### src/sv/rfpd_pkg.sv
// ----------------------------------------------------------------------------
// rfpd_pkg
// Shared types and constants of the radar frame presence detector: header and
// tail bytes, frame layout, time limits, register indexes and item structs.
// ----------------------------------------------------------------------------
package rfpd_pkg;

    localparam int unsigned HDR_LEN     = 4;
    localparam int unsigned FRAME_BYTES = 30;
    localparam int unsigned TAIL_POS    = FRAME_BYTES - 2;
    localparam int unsigned FILL_W      = 5;

    localparam logic [7:0] HDR_BYTE0   = 8'hAA;
    localparam logic [7:0] HDR_BYTE1   = 8'hFF;
    localparam logic [7:0] HDR_BYTE2   = 8'h03;
    localparam logic [7:0] HDR_BYTE3   = 8'h00;
    localparam logic [7:0] TAIL_BYTE0  = 8'h55;
    localparam logic [7:0] TAIL_BYTE1  = 8'hCC;

    localparam int unsigned RECENT_MS  = 200;
    localparam int unsigned MS_PER_SEC = 1000;
    localparam int unsigned ALIVE_MS   = 3000;

    localparam int unsigned SUB_W      = 10;
    localparam int unsigned DUR_W      = 23;
    localparam logic [DUR_W-1:0] DUR_MAX = '1;

    localparam int unsigned OCC_W      = 16;
    localparam int unsigned EMPTY_W    = 20;
    localparam int unsigned CFG_IDX_W  = 4;
    localparam int unsigned CFG_DATA_W = 20;

    localparam logic [CFG_IDX_W-1:0] CFG_OCCUPIED_AFTER = CFG_IDX_W'(0);
    localparam logic [CFG_IDX_W-1:0] CFG_EMPTY_AFTER    = CFG_IDX_W'(1);

    localparam logic [OCC_W-1:0]   OCC_AFTER_MIN   = OCC_W'(500);
    localparam logic [OCC_W-1:0]   OCC_AFTER_MAX   = OCC_W'(60000);
    localparam logic [OCC_W-1:0]   OCC_AFTER_RST   = OCC_W'(1000);
    localparam logic [EMPTY_W-1:0] EMPTY_AFTER_MIN = EMPTY_W'(3000);
    localparam logic [EMPTY_W-1:0] EMPTY_AFTER_MAX = EMPTY_W'(600000);
    localparam logic [EMPTY_W-1:0] EMPTY_AFTER_RST = EMPTY_W'(15000);

    localparam logic FUNC_BYTE = 1'b0;
    localparam logic FUNC_TICK = 1'b1;

    typedef enum logic [1:0] {
        EV_NONE  = 2'd0,
        EV_START = 2'd1,
        EV_END   = 2'd2
    } event_t;

    typedef struct packed {
        logic       good;
        logic [1:0] targets;
    } frame_info_t;

    typedef struct packed {
        logic             is_occupied;
        event_t           event_res;
        logic [DUR_W-1:0] duration_sec;
        logic [1:0]       target_count;
        logic             radar_alive;
        logic             frame_ok;
    } out_item_t;

    function automatic logic [7:0] hdr_byte(input logic [1:0] idx);
        logic [7:0] b;
        unique case (idx)
            2'd0: b = HDR_BYTE0;
            2'd1: b = HDR_BYTE1;
            2'd2: b = HDR_BYTE2;
            2'd3: b = HDR_BYTE3;
            default: b = HDR_BYTE0;
        endcase
        return b;
    endfunction

endpackage

### src/sv/rfpd_frame_sync.sv
// ----------------------------------------------------------------------------
// rfpd_frame_sync
// Header hunt, frame collection, slot occupancy marks and tail check for the
// received radar bytes.
// ----------------------------------------------------------------------------
module rfpd_frame_sync
    import rfpd_pkg::*;
#(
    parameter int unsigned TARGET_SLOTS = 3
) (
    input  logic        aclk,
    input  logic        aresetn,
    input  logic        byte_en,
    input  logic [7:0]  rx_byte,
    output frame_info_t frame
);

    logic [FILL_W-1:0]       fill_reg, fill_next;
    logic [TARGET_SLOTS-1:0] slot_reg, slot_next;
    logic [7:0]              tail_reg, tail_next;
    logic [FILL_W-1:0]       rel;
    logic                    good;
    logic [1:0]              cnt;

    always_comb begin
        fill_next = fill_reg;
        slot_next = slot_reg;
        tail_next = tail_reg;
        good      = 1'b0;
        rel       = fill_reg - FILL_W'(HDR_LEN);
        if (fill_reg < FILL_W'(HDR_LEN)) begin
            if (rx_byte == hdr_byte(fill_reg[1:0])) begin
                fill_next = fill_reg + FILL_W'(1);
                if (fill_reg == FILL_W'(HDR_LEN - 1)) begin
                    slot_next = '0;
                end
            end else begin
                fill_next = (rx_byte == HDR_BYTE0) ? FILL_W'(1) : FILL_W'(0);
            end
        end else begin
            if (fill_reg < FILL_W'(TAIL_POS) && !rel[2] && rx_byte != 8'h00) begin
                for (int i = 0; i < TARGET_SLOTS; i++) begin
                    if (rel[4:3] == 2'(i)) begin
                        slot_next[i] = 1'b1;
                    end
                end
            end
            if (fill_reg == FILL_W'(TAIL_POS)) begin
                tail_next = rx_byte;
            end
            if (fill_reg < FILL_W'(FRAME_BYTES - 1)) begin
                fill_next = fill_reg + FILL_W'(1);
            end else begin
                fill_next = '0;
                good      = (tail_reg == TAIL_BYTE0) && (rx_byte == TAIL_BYTE1);
            end
        end
    end

    always_comb begin
        cnt = 2'd0;
        for (int i = 0; i < TARGET_SLOTS; i++) begin
            cnt = cnt + 2'(slot_reg[i]);
        end
    end

    assign frame.good    = good;
    assign frame.targets = cnt;

    always_ff @(posedge aclk) begin
        if (!aresetn) begin
            fill_reg <= '0;
            slot_reg <= '0;
            tail_reg <= '0;
        end else if (byte_en) begin
            fill_reg <= fill_next;
            slot_reg <= slot_next;
            tail_reg <= tail_next;
        end
    end

endmodule

### src/sv/rfpd_presence.sv
// ----------------------------------------------------------------------------
// rfpd_presence
// Millisecond time base, frame time stamps, occupied/empty hysteresis and the
// running occupied duration in seconds.
// ----------------------------------------------------------------------------
module rfpd_presence
    import rfpd_pkg::*;
#(
    parameter int unsigned TIME_BITS = 32
) (
    input  logic               aclk,
    input  logic               aresetn,
    input  logic               item_en,
    input  logic               func,
    input  frame_info_t        frame,
    input  logic [OCC_W-1:0]   occ_after,
    input  logic [EMPTY_W-1:0] empty_after,
    output out_item_t          result
);

    logic [TIME_BITS-1:0] time_reg;
    logic [TIME_BITS-1:0] time_inc_reg;
    logic [TIME_BITS-1:0] pstamp_reg;
    logic [TIME_BITS-1:0] astamp_reg;
    logic [TIME_BITS-1:0] fstamp_reg;
    logic                 pseen_reg;
    logic                 aseen_reg;
    logic                 occ_reg;
    logic [1:0]           targets_reg;
    logic [TIME_BITS-1:0] el_reg, el_next;
    logic [SUB_W-1:0]     sub_reg, sub_next;
    logic [DUR_W-1:0]     sec_reg, sec_next;

    logic                 is_tick;
    logic                 byte_good;
    logic [TIME_BITS-1:0] t_next;
    logic [TIME_BITS-1:0] since_p;
    logic [TIME_BITS-1:0] since_a;
    logic [TIME_BITS-1:0] since_f;
    logic                 go_occ;
    logic                 go_empty;

    assign is_tick   = (func == FUNC_TICK);
    assign byte_good = !is_tick && frame.good;
    assign t_next    = is_tick ? time_inc_reg : time_reg;
    assign since_p   = time_inc_reg - pstamp_reg;
    assign since_a   = time_inc_reg - astamp_reg;
    assign since_f   = t_next - fstamp_reg;

    assign go_occ = !occ_reg && pseen_reg && (since_p < TIME_BITS'(RECENT_MS))
                  && (!aseen_reg || since_a >= TIME_BITS'(occ_after));
    assign go_empty = occ_reg && aseen_reg && (since_a < TIME_BITS'(RECENT_MS))
                    && (!pseen_reg || since_p >= TIME_BITS'(empty_after));

    // elapsed ms, ms within the second and whole seconds since occupied
    always_comb begin
        if (el_reg == '1) begin
            el_next  = '0;
            sub_next = '0;
            sec_next = '0;
        end else begin
            el_next = el_reg + TIME_BITS'(1);
            if (sub_reg == SUB_W'(MS_PER_SEC - 1)) begin
                sub_next = '0;
                sec_next = (sec_reg == DUR_MAX) ? DUR_MAX : sec_reg + DUR_W'(1);
            end else begin
                sub_next = sub_reg + SUB_W'(1);
                sec_next = sec_reg;
            end
        end
    end

    always_comb begin
        result.is_occupied  = is_tick ? ((occ_reg || go_occ) && !go_empty) : occ_reg;
        result.event_res    = EV_NONE;
        result.duration_sec = '0;
        if (is_tick && go_occ) begin
            result.event_res = EV_START;
        end else if (is_tick && go_empty) begin
            result.event_res    = EV_END;
            result.duration_sec = sec_next;
        end
        result.target_count = byte_good ? frame.targets : targets_reg;
        result.radar_alive  = byte_good
                            || ((pseen_reg || aseen_reg) && since_f < TIME_BITS'(ALIVE_MS));
        result.frame_ok     = byte_good;
    end

    always_ff @(posedge aclk) begin
        if (!aresetn) begin
            time_reg     <= '0;
            time_inc_reg <= TIME_BITS'(1);
            pstamp_reg   <= '0;
            astamp_reg   <= '0;
            fstamp_reg   <= '0;
            pseen_reg    <= 1'b0;
            aseen_reg    <= 1'b0;
            occ_reg      <= 1'b0;
            targets_reg  <= '0;
            el_reg       <= '0;
            sub_reg      <= '0;
            sec_reg      <= '0;
        end else if (item_en) begin
            if (is_tick) begin
                time_reg     <= time_inc_reg;
                time_inc_reg <= time_inc_reg + TIME_BITS'(1);
                if (go_occ) begin
                    occ_reg <= 1'b1;
                    el_reg  <= '0;
                    sub_reg <= '0;
                    sec_reg <= '0;
                end else if (occ_reg) begin
                    el_reg  <= el_next;
                    sub_reg <= sub_next;
                    sec_reg <= sec_next;
                    if (go_empty) begin
                        occ_reg <= 1'b0;
                    end
                end
            end else if (frame.good) begin
                fstamp_reg  <= time_reg;
                targets_reg <= frame.targets;
                if (frame.targets != 2'd0) begin
                    pstamp_reg <= time_reg;
                    pseen_reg  <= 1'b1;
                end else begin
                    astamp_reg <= time_reg;
                    aseen_reg  <= 1'b1;
                end
            end
        end
    end

endmodule

### src/sv/radar_frame_presence_detector.sv
// ----------------------------------------------------------------------------
// radar_frame_presence_detector
// Radar frame synchronizer with occupied/empty hysteresis on millisecond ticks.
//
//   channel  dir  accepted when            carries
//   s_       in   s_tvalid & s_tready      radar byte or ms tick
//   m_       out  m_tvalid & m_tready      presence state, event, frame status
//   cfg_     in   cfg_valid & cfg_ready    threshold register writes
//
// one item per cycle while s_tready is high, result loaded into the output register on acceptance
// frame and hysteresis state update at the accepting edge
// s_tready drops only while a result waits and m_tready is low
// synchronous active-low reset, no startup pass
// ----------------------------------------------------------------------------
module radar_frame_presence_detector
    import rfpd_pkg::*;
#(
    parameter int unsigned TARGET_SLOTS = 3,
    parameter int unsigned TIME_BITS    = 32
) (
    input  logic                  aclk,
    input  logic                  aresetn,
    input  logic                  s_tvalid,
    output logic                  s_tready,
    input  logic [7:0]            s_tdata,   // rx_byte
    input  logic                  s_tuser,   // func
    output logic                  m_tvalid,
    input  logic                  m_tready,
    // is_occupied, duration_sec, target_count, radar_alive, frame_ok, zero pad
    output logic [31:0]           m_tdata,
    output logic [1:0]            m_tuser,   // event_res
    input  logic                  cfg_valid,
    output logic                  cfg_ready,
    input  logic [CFG_IDX_W-1:0]  cfg_index,
    input  logic [CFG_DATA_W-1:0] cfg_data
);

    logic               accept;
    logic [OCC_W-1:0]   occ_after_reg;
    logic [EMPTY_W-1:0] empty_after_reg;
    frame_info_t        frame;
    out_item_t          result;
    out_item_t          out_reg;
    logic               out_valid_reg;

    assign s_tready  = !out_valid_reg || m_tready;
    assign accept    = s_tvalid && s_tready;
    assign cfg_ready = 1'b1;

    rfpd_frame_sync #(
        .TARGET_SLOTS (TARGET_SLOTS)
    ) u_frame_sync (
        .aclk    (aclk),
        .aresetn (aresetn),
        .byte_en (accept && (s_tuser == FUNC_BYTE)),
        .rx_byte (s_tdata),
        .frame   (frame)
    );

    rfpd_presence #(
        .TIME_BITS (TIME_BITS)
    ) u_presence (
        .aclk        (aclk),
        .aresetn     (aresetn),
        .item_en     (accept),
        .func        (s_tuser),
        .frame       (frame),
        .occ_after   (occ_after_reg),
        .empty_after (empty_after_reg),
        .result      (result)
    );

    always_ff @(posedge aclk) begin
        if (!aresetn) begin
            occ_after_reg   <= OCC_AFTER_RST;
            empty_after_reg <= EMPTY_AFTER_RST;
        end else if (cfg_valid && cfg_ready) begin
            if (cfg_index == CFG_OCCUPIED_AFTER) begin
                if (cfg_data[OCC_W-1:0] >= OCC_AFTER_MIN
                        && cfg_data[OCC_W-1:0] <= OCC_AFTER_MAX) begin
                    occ_after_reg <= cfg_data[OCC_W-1:0];
                end
            end else if (cfg_index == CFG_EMPTY_AFTER) begin
                if (cfg_data[EMPTY_W-1:0] >= EMPTY_AFTER_MIN
                        && cfg_data[EMPTY_W-1:0] <= EMPTY_AFTER_MAX) begin
                    empty_after_reg <= cfg_data[EMPTY_W-1:0];
                end
            end
        end
    end

    always_ff @(posedge aclk) begin
        if (!aresetn) begin
            out_valid_reg <= 1'b0;
        end else if (accept) begin
            out_valid_reg <= 1'b1;
        end else if (m_tready) begin
            out_valid_reg <= 1'b0;
        end
    end

    always_ff @(posedge aclk) begin
        if (accept) begin
            out_reg <= result;
        end
    end

    assign m_tvalid = out_valid_reg;
    assign m_tuser  = out_reg.event_res;
    assign m_tdata  = {4'b0000, out_reg.frame_ok, out_reg.radar_alive,
                       out_reg.target_count, out_reg.duration_sec, out_reg.is_occupied};

endmodule
### config.mk
export PLATFORM = sky130hd
export DESIGN_NAME = radar_frame_presence_detector
export DESIGN_NICKNAME = d
export VERILOG_FILES = /design/src/sv/rfpd_pkg.sv /design/src/sv/rfpd_frame_sync.sv /design/src/sv/rfpd_presence.sv /design/src/sv/radar_frame_presence_detector.sv
export SDC_FILE = /design/constraint.sdc
export NUM_CORES = 1
export LEC_CHECK = 0
export ABC_AREA = 1
export BUFFER_PORTS_ARGS = -buffer_cell sky130_fd_sc_hd__buf_2
export CAP_MARGIN = 20
export CORE_MARGIN = 8
export CORE_UTILIZATION = 35
export CTS_CLUSTER_SIZE = 30
export DETAILED_ROUTE_END_ITERATION = 10
export PLACE_DENSITY = 0.5
export SYNTH_ARGS = -nofsm -noshare
export SYNTH_HDL_FRONTEND = slang
export SYNTH_SLANG_ARGS = --single-unit
export TNS_END_PERCENT = 5
### constraint.sdc
create_clock -name aclk -period 3.95 [get_ports aclk]
set_input_delay 0 -clock aclk [delete_from_list [all_inputs] [get_ports aclk]]
set_output_delay 0 -clock aclk [all_outputs]
set_load 0.03 [all_outputs]
After elaboration in Yosys (flattened, before gate mapping)
Cells that the tools add are included.
{"block": "classes", "add_sub_neg": 11, "order_cmp": 12, "n_eq_ne": 17, "muxes": 36, "bitwise_logic": 5, "reduce_logical": 54}
{"operator": "32-bit two-way mux", "n": 4}
{"operator": "23-bit two-way mux", "n": 5}
{"operator": "32-bit subtractor", "n": 3}
{"operator": "32-bit by 1-bit adder with 32-bit output, second input constant", "n": 2}
{"operator": "32-bit by 8-bit less-than comparator with 1-bit output, second input constant", "n": 2}
{"operator": "10-bit two-way mux", "n": 4}
{"operator": "32-bit == test, second input constant", "n": 1}
{"operator": "32-bit by 16-bit greater-or-equal comparator with 1-bit output", "n": 1}
{"operator": "32-bit by 20-bit greater-or-equal comparator with 1-bit output", "n": 1}
{"operator": "32-bit by 12-bit less-than comparator with 1-bit output, second input constant", "n": 1}
{"operator": "8-bit case mux with 4 select lines", "n": 1}
{"operator": "25-bit two-way mux", "n": 1}
{"operator": "23-bit by 1-bit adder with 23-bit output, second input constant", "n": 1}
{"operator": "23-bit == test, second input constant", "n": 1}
{"operator": "20-bit by 12-bit greater-or-equal comparator with 1-bit output, second input constant", "n": 1}
{"operator": "20-bit less-or-equal comparator, second input constant", "n": 1}
{"operator": "1-bit logical AND", "n": 18}
{"operator": "8-bit == test, second input constant", "n": 2}
{"operator": "16-bit by 9-bit greater-or-equal comparator with 1-bit output, second input constant", "n": 1}
{"operator": "16-bit less-or-equal comparator, second input constant", "n": 1}
{"operator": "5-bit two-way mux", "n": 3}
{"operator": "5-bit AND reduction", "n": 3}
{"operator": "2-bit nonzero test", "n": 7}
{"operator": "1-bit two-way mux", "n": 12}
{"operator": "29 further kinds", "n": 58}
{"block": "totals", "reg_bits": 313, "inputBits": 38, "word_cells": 161}

Logic depth before layout (Yosys ltp)
Gate-level depths: netlist of the first run.
{"block": "logic_depth", "depth_word": 7, "mapped_depth": 28}

By module
From an unflattened synthesis of the first run, not the netlist that was laid out.
{"block": "hier_totals", "cells_unflattened": 3765, "hier_area_um2": 23119.7}
{"module": "rfpd_presence", "n_inst": 1, "cells_each": 3296, "area_each_um2": 19284.7, "seq_area_each_um2": 4604.4}
{"module": "radar_frame_presence_detector", "n_inst": 1, "cells_each": 312, "area_each_um2": 2798.9, "seq_area_each_um2": 1641.6}
{"module": "rfpd_frame_sync", "n_inst": 1, "cells_each": 157, "area_each_um2": 1036.0, "seq_area_each_um2": 320.3}

Worst setup path before layout of the first run
OpenSTA, ideal clock, no wires.
{"block": "synth_path", "path_kind": "flip-flop to flip-flop", "startpoint": "register u_presence.time_inc_reg[0]", "endpoint": "register out_reg, in the netlist m_tdata[10] (data pin)", "t_arrival_ps": 2964, "t_required_ps": 3693, "setup_slack_ps": 729, "path_stages_with_launch": 27, "path_buffers": 1, "synth_period_minus_slack_ps": 3221, "cell_sequence": "dfxtp_1 > inv_1 > ha_1 > inv_1 > fa_1 > nand3_1 > nand2_1 > nand2_1 > nand2_2 > nand2_2 > nand2_2 > nand2_1 > nand2_1 > ha_1 > nand3_1 > inv_1 > a21oi_1 > nand2_1 > nand2_1 > nand2_1 > nand2_1 > nand3_1 > a21oi_1 > nand3_1 > nand3_1 > buf_2 > nor2_1"}
{"block": "synth_between", "elab_chain_len": 7, "word_cells_on_any_way": 16, "classes_between": "add/sub: 2; order compare: 4; bitwise: 1; reduce/logical: 9"}
{"element": "start: declaration", "line": "rfpd_presence.sv:22", "source": "logic [TIME_BITS-1:0] time_inc_reg;"}
{"element": "start signal: assignment", "line": "rfpd_presence.sv:106", "source": "time_inc_reg <= time_inc_reg + TIME_BITS'(1);"}
{"element": "32-bit subtractor (on tied branches)", "line": "rfpd_presence.sv:47, rfpd_presence.sv:46"}
{"element": "32-bit by 8-bit less-than comparator with 1-bit output / 32-bit by 20-bit greater-or-equal comparator with 1-bit output (equally long branches)", "line": "rfpd_presence.sv:52, rfpd_presence.sv:53"}
{"element": "1-bit logical AND / 1-bit logical OR (equally long branches)", "line": "rfpd_presence.sv:52, rfpd_presence.sv:53"}
{"element": "1-bit logical AND", "line": "rfpd_presence.sv:53", "source": "&& (!pseen_reg || since_p >= TIME_BITS'(empty_after));"}
{"element": "1-bit logical AND", "line": "rfpd_presence.sv:79", "source": "end else if (is_tick && go_empty) begin"}
{"element": "1-bit inverter (no source line)"}
{"element": "2-bit OR reduction (no source line) (*)"}
{"element": "end signal: assignment", "line": "radar_frame_presence_detector.sv:104", "source": "out_reg <= result;"}
{"element": "end: declaration", "line": "radar_frame_presence_detector.sv:43", "source": "out_item_t out_reg;"}
Mark *: on every way between the ends. The rest lies on a longest branch, timed or not.
A chain may end at the register's enable or synchronous reset.

Worst setup path after layout of the first run
{"block": "layout_path", "startpoint": "register u_presence.pstamp_reg[10]", "endpoint": "register out_reg, in the netlist m_tdata[17] (data pin)"}
{"block": "layout_between", "elab_chain_len": 7, "word_cells_on_any_way": 11, "classes_between": "add/sub: 1; order compare: 2; bitwise: 1; reduce/logical: 7"}
{"element": "start: declaration", "line": "rfpd_presence.sv:23", "source": "logic [TIME_BITS-1:0] pstamp_reg;"}
{"element": "start signal: assignment", "line": "rfpd_presence.sv:124", "source": "pstamp_reg <= time_reg;"}
{"element": "32-bit subtractor (*)", "line": "rfpd_presence.sv:46", "source": "assign since_p = time_inc_reg - pstamp_reg;"}
{"element": "32-bit by 20-bit greater-or-equal comparator with 1-bit output", "line": "rfpd_presence.sv:53"}
{"element": "1-bit logical OR", "line": "rfpd_presence.sv:53"}
{"element": "1-bit logical AND", "line": "rfpd_presence.sv:53"}
{"element": "1-bit logical AND", "line": "rfpd_presence.sv:79"}
{"element": "1-bit inverter (no source line)"}
{"element": "2-bit OR reduction (no source line) (*)"}
Marked as above.

==> out/results.txt, run 1 <==
status: finished clean
final hold vios: 0
CP most frequent cell: nand2_1
Post-synth top cells: nand2_1, inv_1, nor2_1
Core Rows: 93
syn avg cell area: 6.27 um^2
Rel. slew slack: 39.3%
via-per-instance ratio: 4.91
grt ovf: 0
combinational family with the most area after synthesis: simple AND/OR/NAND/NOR gates
final setup skew: 0.0209 ns
CTS max path bufs: 3
initial core utilization: 35.2%
CTS tree: yes
Routed Antenna Nets: 0
vias: 22.4k
Async S/R FF share, synth: 0%
CP peak stage delay: 0.37 ns
HPWL after detailed placement: 57.1 mm
Area Overhead vs Synth: 13.7%
vias in the first global route: 21.9k
dominant cell type by area after synthesis: dfxtp_1
worst IR drop on VDD: 262 uV
crit end category: flop
Die ar.: 72700 um^2
Final Max Tran Viols: 0
Setup CP Type: flop to flop
Post-Synth Adder-Cell Area: 7.88%
number of port buffers: 69
postcts setup bufs: 0
worst hold path class: input pin to flop
wirelength, routed: 73.7 mm
Ant. Diodes: 0
sequential area share after synthesis: 29.2%
mux share of post-synthesis cell area: 0%
CTS Sinks: 313
Req. time, crit path: 4.23 ns
area of the core: 64000 um^2
chip width: 270 um
critical path's top delay family: simple AND/OR/NAND/NOR gates
RSZ-0062 raised after global routing: no
# IOs: 75
sum of negative setup slack: 0 ns
area share of the largest cell type after synthesis: 25.2%
die height: 270 um
dominant synthesized flop cell: dfxtp_1
WP buf/inv: 5
Synth Area in XOR/XNOR: 2.61%
root buffer cell: clkbuf_16
antenna violations before repair: 0
first-pass GRT wire length: 118 mm
Clk Latency, worst-skew pair: 0.57 ns
post-route clock period utilization: 93.1%
Mapped Cells: 3591
layout cells sized above 1: 7.78%
simple-gate share of the synthesized area: 33.1%
crit path time final: 3.68 ns
Area contributors post-synth: dfxtp_1, nand2_1, inv_1, ha_1, a21oi_1
leakage power: 12.3 nW
drt initial violations: 1694
complex-gate fraction of the synthesized area: 14.8%
Pre-Repair DR Iteration Count: 8
top-count cell post-synth: nand2_1
routed length per instance: 16.1 um
fmax: 272 MHz
Synth Register Bits: 313
DRC violations left: 0
startpoint types: flop
Hold WS: 0.134 ns
slowest stage cell, crit path: ha_1
largest net degree at the start of global routing: 96
number of distinct library cells after synthesis: 59
final-report setup violation count: 0
Pwr Density: 313 nW/um^2
synthesized cell area: 22500 um^2
Final nets: 3862
YS warnings: 0
Worst-Margin Slew: 0.910 ns
Crit Path Max Fanout: 13
number of synthesized flops with an enable pin: 30
maxcap violations: 0
Num CTS Buffers: 38
WP data arrival: 3.96 ns
H-tree depth: 2
Worst-path clk slew: 0.06 ns
Final Wtd Congestion: 0.954
Total Routing Usage GR: 19.7%
[cells by family after synthesis]
| family | count (synthesis) |
|---|---|
| AO/OA/AOI/OAI | 621 |
| XOR/XNOR | 67 |
| adder cells (fa/ha/maj) | 140 |
| buffers and inverters | 704 |
| flip-flops | 313 |
| other | 2 |
| AND/OR/NAND/NOR | 1744 |
[where the power goes]
group	internal, mW	switching [mW]
logic	0.356	0.741
clock network	2.16	1.47
registers	3.25	0.0290
total	5.77	2.24
[stage by stage]
| step | instances | instance area (um^2) | utilization (%) | setup WS, ns | power, mW |
|---|---|---|---|---|---|
| floorplan | 3594 | 22500 | - | 0.729 | 4.08 |
| global placement | 4466 | 23900 | 37.3 | 0.154 | 4.41 |
| detailed placement | 4466 | 23900 | 37.3 | 0.110 | 4.41 |
| CTS | 4567 | 25500 | 39.8 | 0.0764 | 8.10 |
| global route | 4568 | 25600 | 40.0 | 0.000785 | 8.37 |
| finish | 4568 | 25600 | 40.0 | 0.273 | 8.01 |
[worst register-to-register path: cells and delay by family (launching register included)]
kind / cells / cell delay (ns)
buf+inv: 5 / 0.36
fa+ha+maj: 2 / 0.65
compound gates: 3 / 0.53
simple gates: 14 / 1.29
flops: 1 / 0.34
xor+xnor: 1 / 0.23
[placed cells by master (no fill, tap or decap), types with 13 or more instances in the layout]
master and count:
a211oi_1 23, a21oi_1 308, buf_2 68, buf_4 44, clkbuf_16 41, dfxtp_1 276, dlygate4sd3_1 32, edfxtp_1 30
ha_1 133, inv_1 571, inv_2 25, nand2_1 881, nand2_2 14, nand3_1 248, nand3b_1 16, nand4_1 61
nor2_1 379, nor2_2 16, nor3_1 66, nor4_1 18, o211ai_1 13, o21ai_0 214, or2_2 13, xnor2_1 16
xor2_1 50
[metal layers]
metal	track usage [%]	part of all wire (%)	vias up
li1	-	-	11800
met2	32.7	45	435
met5	0	0	-
met1	26.4	48	10100
met4	7.15	3.5	0
met3	1.71	3.4	112
[final timing paths]
path / startpoint / to / slack, ns / cells past startpoint
setup reg to reg: u_presence.pstamp_reg[10] / m_tdata[17] / 0.27 / 25
hold / removal: s_tvalid / u_presence.time_inc_reg[1] / 0.13 / 5
setup / recovery: u_presence.pstamp_reg[10] / m_tdata[17] / 0.27 / 25
hold reg to reg: u_presence.fstamp_reg[11] / u_presence.fstamp_reg[11] / 0.46 / 2
[final cells by class]
| type | instances | area (um^2) |
|---|---|---|
| Timing Repair Buffer | 152 | 1150 |
| Sequential cell | 313 | 6580 |
| Tap cell | 855 | 1070 |
| Multi-Input combinational cell | 2577 | 13300 |
| Inverter | 602 | 2260 |
| Clock buffer | 54 | 1140 |
| Fill cell | 7061 | 38400 |
| Clock inverter | 15 | 151 |
[timing repair]
action / 4_1_cts / 5_1_grt
setup endpoints to repair: 0 / 89
hold buffers: 32 / 0
resized for setup: 0 / 27
hold endpoints to repair: 49 / 0
(Power assumes the default switching activity.)
==> inputs of run 2 (changes only) <==
CORE_MARGIN = default   (was 8)
SYNTH_HIERARCHICAL = 1   (was default)
==> run 2 against run 1 <==
Clock power increased by 9.9%. Critical path depth decreased by 2. First-iteration DRC count decreased by 17%. Setup slack improved by 0.013 ns. Synthesized cell count increased by 4.8%. Wire length decreased by 0.47%. Critical path type unchanged. Critical endpoint is now m_tdata[4].
==> out/results.txt, run 2 <==
placed cell count: 4640 (was 4466)
CTS Sinks: 313 (unchanged)
Reg2Reg Capture Point: m_tdata[4] (was m_tdata[17])
critical path endpoint: m_tdata[4] (was m_tdata[17])
largest net degree at the start of global routing: 64 (was 96)
Num CTS Buffers: 41 (was 38)
Switching Fraction: 27.4% (was 28.0%)
routed length per instance: 15.4 um (was 16.1 um)
R2R depth: 23 (was 25)
GRT met1 Usage: 30.5% (was 26.4%)
Async S/R FF share, synth: 0% (unchanged)
Rel. slew slack: 41.0% (was 39.3%)
startpoint types: flop (unchanged)
Total Routing Usage GR: 21.6% (was 19.7%)
met2 Track Usage GR: 34.7% (was 32.7%)
Filler cells: 7108 (was 7061)
Post-synth top cells: nand2_1, inv_1, nor2_1 (unchanged)
initial core utilization: 35.7% (was 35.2%)
Setup CP Type: flop to flop (unchanged)
maxcap violations: 0 (unchanged)
WP data arrival: 3.99 ns (was 3.96 ns)
Synth Register Bits: 313 (unchanged)
vias in the first global route: 21.7k (was 21.9k)
Worst-Margin Slew: 0.885 ns (was 0.910 ns)
first-pass GRT wire length: 116 mm (was 118 mm)
dominant cell type by area after synthesis: dfxtp_1 (unchanged)
Area Overhead vs Synth: 14.8% (was 13.7%)
worst hold path class: input pin to flop (unchanged)
most common cell after layout, fill and taps aside: nand2_1 (unchanged)
Ant. Diodes: 0 (unchanged)
number of synthesized flops with an enable pin: 30 (unchanged)
DRC violations left: 0 (unchanged)
Final WS setup: 0.286 ns (was 0.273 ns)
Critical Path Source: u_presence/time_inc_reg[13] (was u_presence.pstamp_reg[10])
Die ar.: 67100 um^2 (was 72700 um^2)
Final nets: 4044 (was 3862)
fmax: 273 MHz (was 272 MHz)
worst r2r src: u_presence/time_inc_reg[13] (was u_presence.pstamp_reg[10])
Worst-path clk slew: 0.06 ns (about the same)
crit end category: flop (unchanged)
Pre-Repair DR Iteration Count: 6 (was 8)
synthesized cell area: 23100 um^2 (was 22500 um^2)
most frequent cells in the layout: nand2_1, inv_1, nor2_1 (unchanged)
Hold WS: 0.0628 ns (was 0.134 ns)
Final Max Tran Viols: 0 (unchanged)
Pwr Density: 317 nW/um^2 (was 313 nW/um^2)
sum of negative setup slack: 0 ns (unchanged)
Core Rows: 93 (unchanged)
YS warnings: 6 (was 0)
die height: 259 um (was 270 um)
Total Power: 8.42 mW (was 8.01 mW)
final setup skew: 0.0186 ns (was 0.0209 ns)
Routed Antenna Nets: 0 (unchanged)
sequential share of power: 39.2% (was 40.9%)
vias: 23.0k (was 22.4k)
# IOs: 75 (unchanged)
NetSw: 2.31 mW (was 2.24 mW)
HPWL after detailed placement: 56.6 mm (was 57.1 mm)
dominant synthesized flop cell: dfxtp_1 (unchanged)
leakage power: 12.7 nW (was 12.3 nW)
Non-Filler Instances: 4752 (was 4568)
antenna violations before repair: 0 (unchanged)
area of the core: 64800 um^2 (was 64000 um^2)
pre-CTS WS: 0.0748 ns (was 0.110 ns)
drt initial violations: 1403 (was 1694)
worst IR drop on VDD: 226 uV (was 262 uV)
crit path time final: 3.66 ns (was 3.68 ns)
area share of the largest cell type after synthesis: 24.5% (was 25.2%)
Clk network pwr share: 47.5% (was 45.4%)
wirelength, routed: 73.3 mm (was 73.7 mm)
final-report setup violation count: 0 (unchanged)
Clk Latency, worst-skew pair: 0.58 ns (was 0.57 ns)
Req. time, crit path: 4.28 ns (was 4.23 ns)
flop2flop setup slack: 0.29 ns (was 0.27 ns)
number of distinct library cells after synthesis: 56 (was 59)
via-per-instance ratio: 4.83 (was 4.91)
Comb power frac: 13.3% (was 13.7%)
Crit Path Max Fanout: 12 (was 13)
post-route clock period utilization: 92.8% (was 93.1%)
GR Util met3: 2.26% (was 1.71%)
Final Wtd Congestion: 0.921 (was 0.954)
Mapped Cells: 3765 (was 3591)
syn avg cell area: 6.14 um^2 (was 6.27 um^2)
H-tree depth: 2 (unchanged)
grt ovf: 0 (unchanged)
number of port buffers: 69 (unchanged)
layout cells sized above 1: 7.60% (was 7.78%)
Area contributors post-synth: dfxtp_1, nand2_1, inv_1, ha_1, nor2_1 (was dfxtp_1, nand2_1, inv_1, ha_1, a21oi_1)
chip width: 259 um (was 270 um)
final hold vios: 0 (unchanged)
CTS max path bufs: 3 (unchanged)
sequential area share after synthesis: 28.4% (was 29.2%)
top-count cell post-synth: nand2_1 (unchanged)
status: finished clean (unchanged)
Most Used Layer, Global Route: met2 (unchanged)
root buffer cell: clkbuf_16 (unchanged)
P_int: 6.11 mW (was 5.77 mW)
CTS tree: yes (unchanged)
[run 2: changes by cell type after synthesis, sizes merged, moves of 7 or more]
cell    previous run  this run
nor3              70        62
nand2            898      1079
nand3            253       282
nand3b            16        27
nand4             61        54
inv              598       620
o21ai            223       143
a21oi            315       292
o211ai            13         3
or2               14         4
buf               35        45
a211oi            23        32
nor2             400       450
[run 2: worst min-delay path by stage]
| stage | start | end | slack [ns] | cells after the start |
|---|---|---|---|---|
| floorplan | aresetn | u_frame_sync/fill_reg[0] | 0.14 | 2 |
| global placement | s_tdata[3] | u_frame_sync/tail_reg[3] | 0.30 | 3 |
| detailed placement | cfg_data[11] | empty_after_reg[11] | 0.30 | 3 |
| CTS | cfg_valid | empty_after_reg[3] | 0.002 | 5 |
| global route | cfg_valid | empty_after_reg[11] | 0.07 | 5 |
| finish | cfg_valid | empty_after_reg[3] | 0.06 | 5 |
[run 2: layer usage]
metal	part of all wire [%]	vias to the layer above
met5	0	-
met4	2.1	0
met3	3.2	82
met2	44	371
met1	51	10400
li1	-	12200
[run 2: final cells by class]
cell class	count	area [um^2]	area share (%)
tap	855	1070	4.03
timing repair buffer	159	1210	4.56
clock inverter	18	251	0.948
multi-input combinational	2727	13900	52.3
sequential	313	6570	24.8
inverter	623	2340	8.83
clock buffer	57	1210	4.56
[run 2: kinds of logic after synthesis]
logic type / after synthesis / synth area share, %
AO/OA/AOI/OAI: 512 / 12.0
XOR/XNOR: 78 / 2.95
adder cells (fa/ha/maj): 141 / 7.73
buffers and inverters: 728 / 12.5
flip-flops: 313 / 28.4
other: 2 / 0.0325
AND/OR/NAND/NOR: 1991 / 36.3
[run 2: per-stage QoR]
step	cell area (um^2)	utilization, %
after floorplan	23100	-
after global placement	24500	37.7
after detailed placement	24500	37.7
after CTS	26300	40.5
after global routing	26500	40.9
final	26500	40.9
[run 2: critical path, stage by stage (launching register included)]
cell and delay [ns]:
dfxtp_1 0.42, ha_2 0.35, nand2_2 0.13, inv_1 0.06
a21oi_2 0.19, nand2_1 0.11, inv_1 0.10, nand2_2 0.09
a21oi_2 0.18, xor2_2 0.21, inv_1 0.06, ha_1 0.27
nand2_1 0.06, inv_1 0.06, nand2_1 0.06, nand3_1 0.06
a31oi_1 0.14, o21ai_1 0.10, nor2_1 0.14, nand2_1 0.09
nand4_1 0.18, buf_6 0.15, clkbuf_16 0.17, nor2_1 0.05
[run 2: power by group through the flow]
stage / Clock [mW] / Combinational, mW / Sequential [mW]
floorplan: 0 / 0.753 / 3.38
global placement: 0 / 1.08 / 3.37
detailed placement: 0 / 1.08 / 3.37
CTS: 4.13 / 1.11 / 3.30
global route: 4.23 / 1.25 / 3.30
finish: 4.00 / 1.12 / 3.30
[run 2: timing repair]
item | in CTS | in global routing
setup buffers | 0 | 1
resized for setup | 0 | 54
hold buffers | 34 | 0
hold endpoints to repair | 74 | 0
setup endpoints to repair | 0 | 85
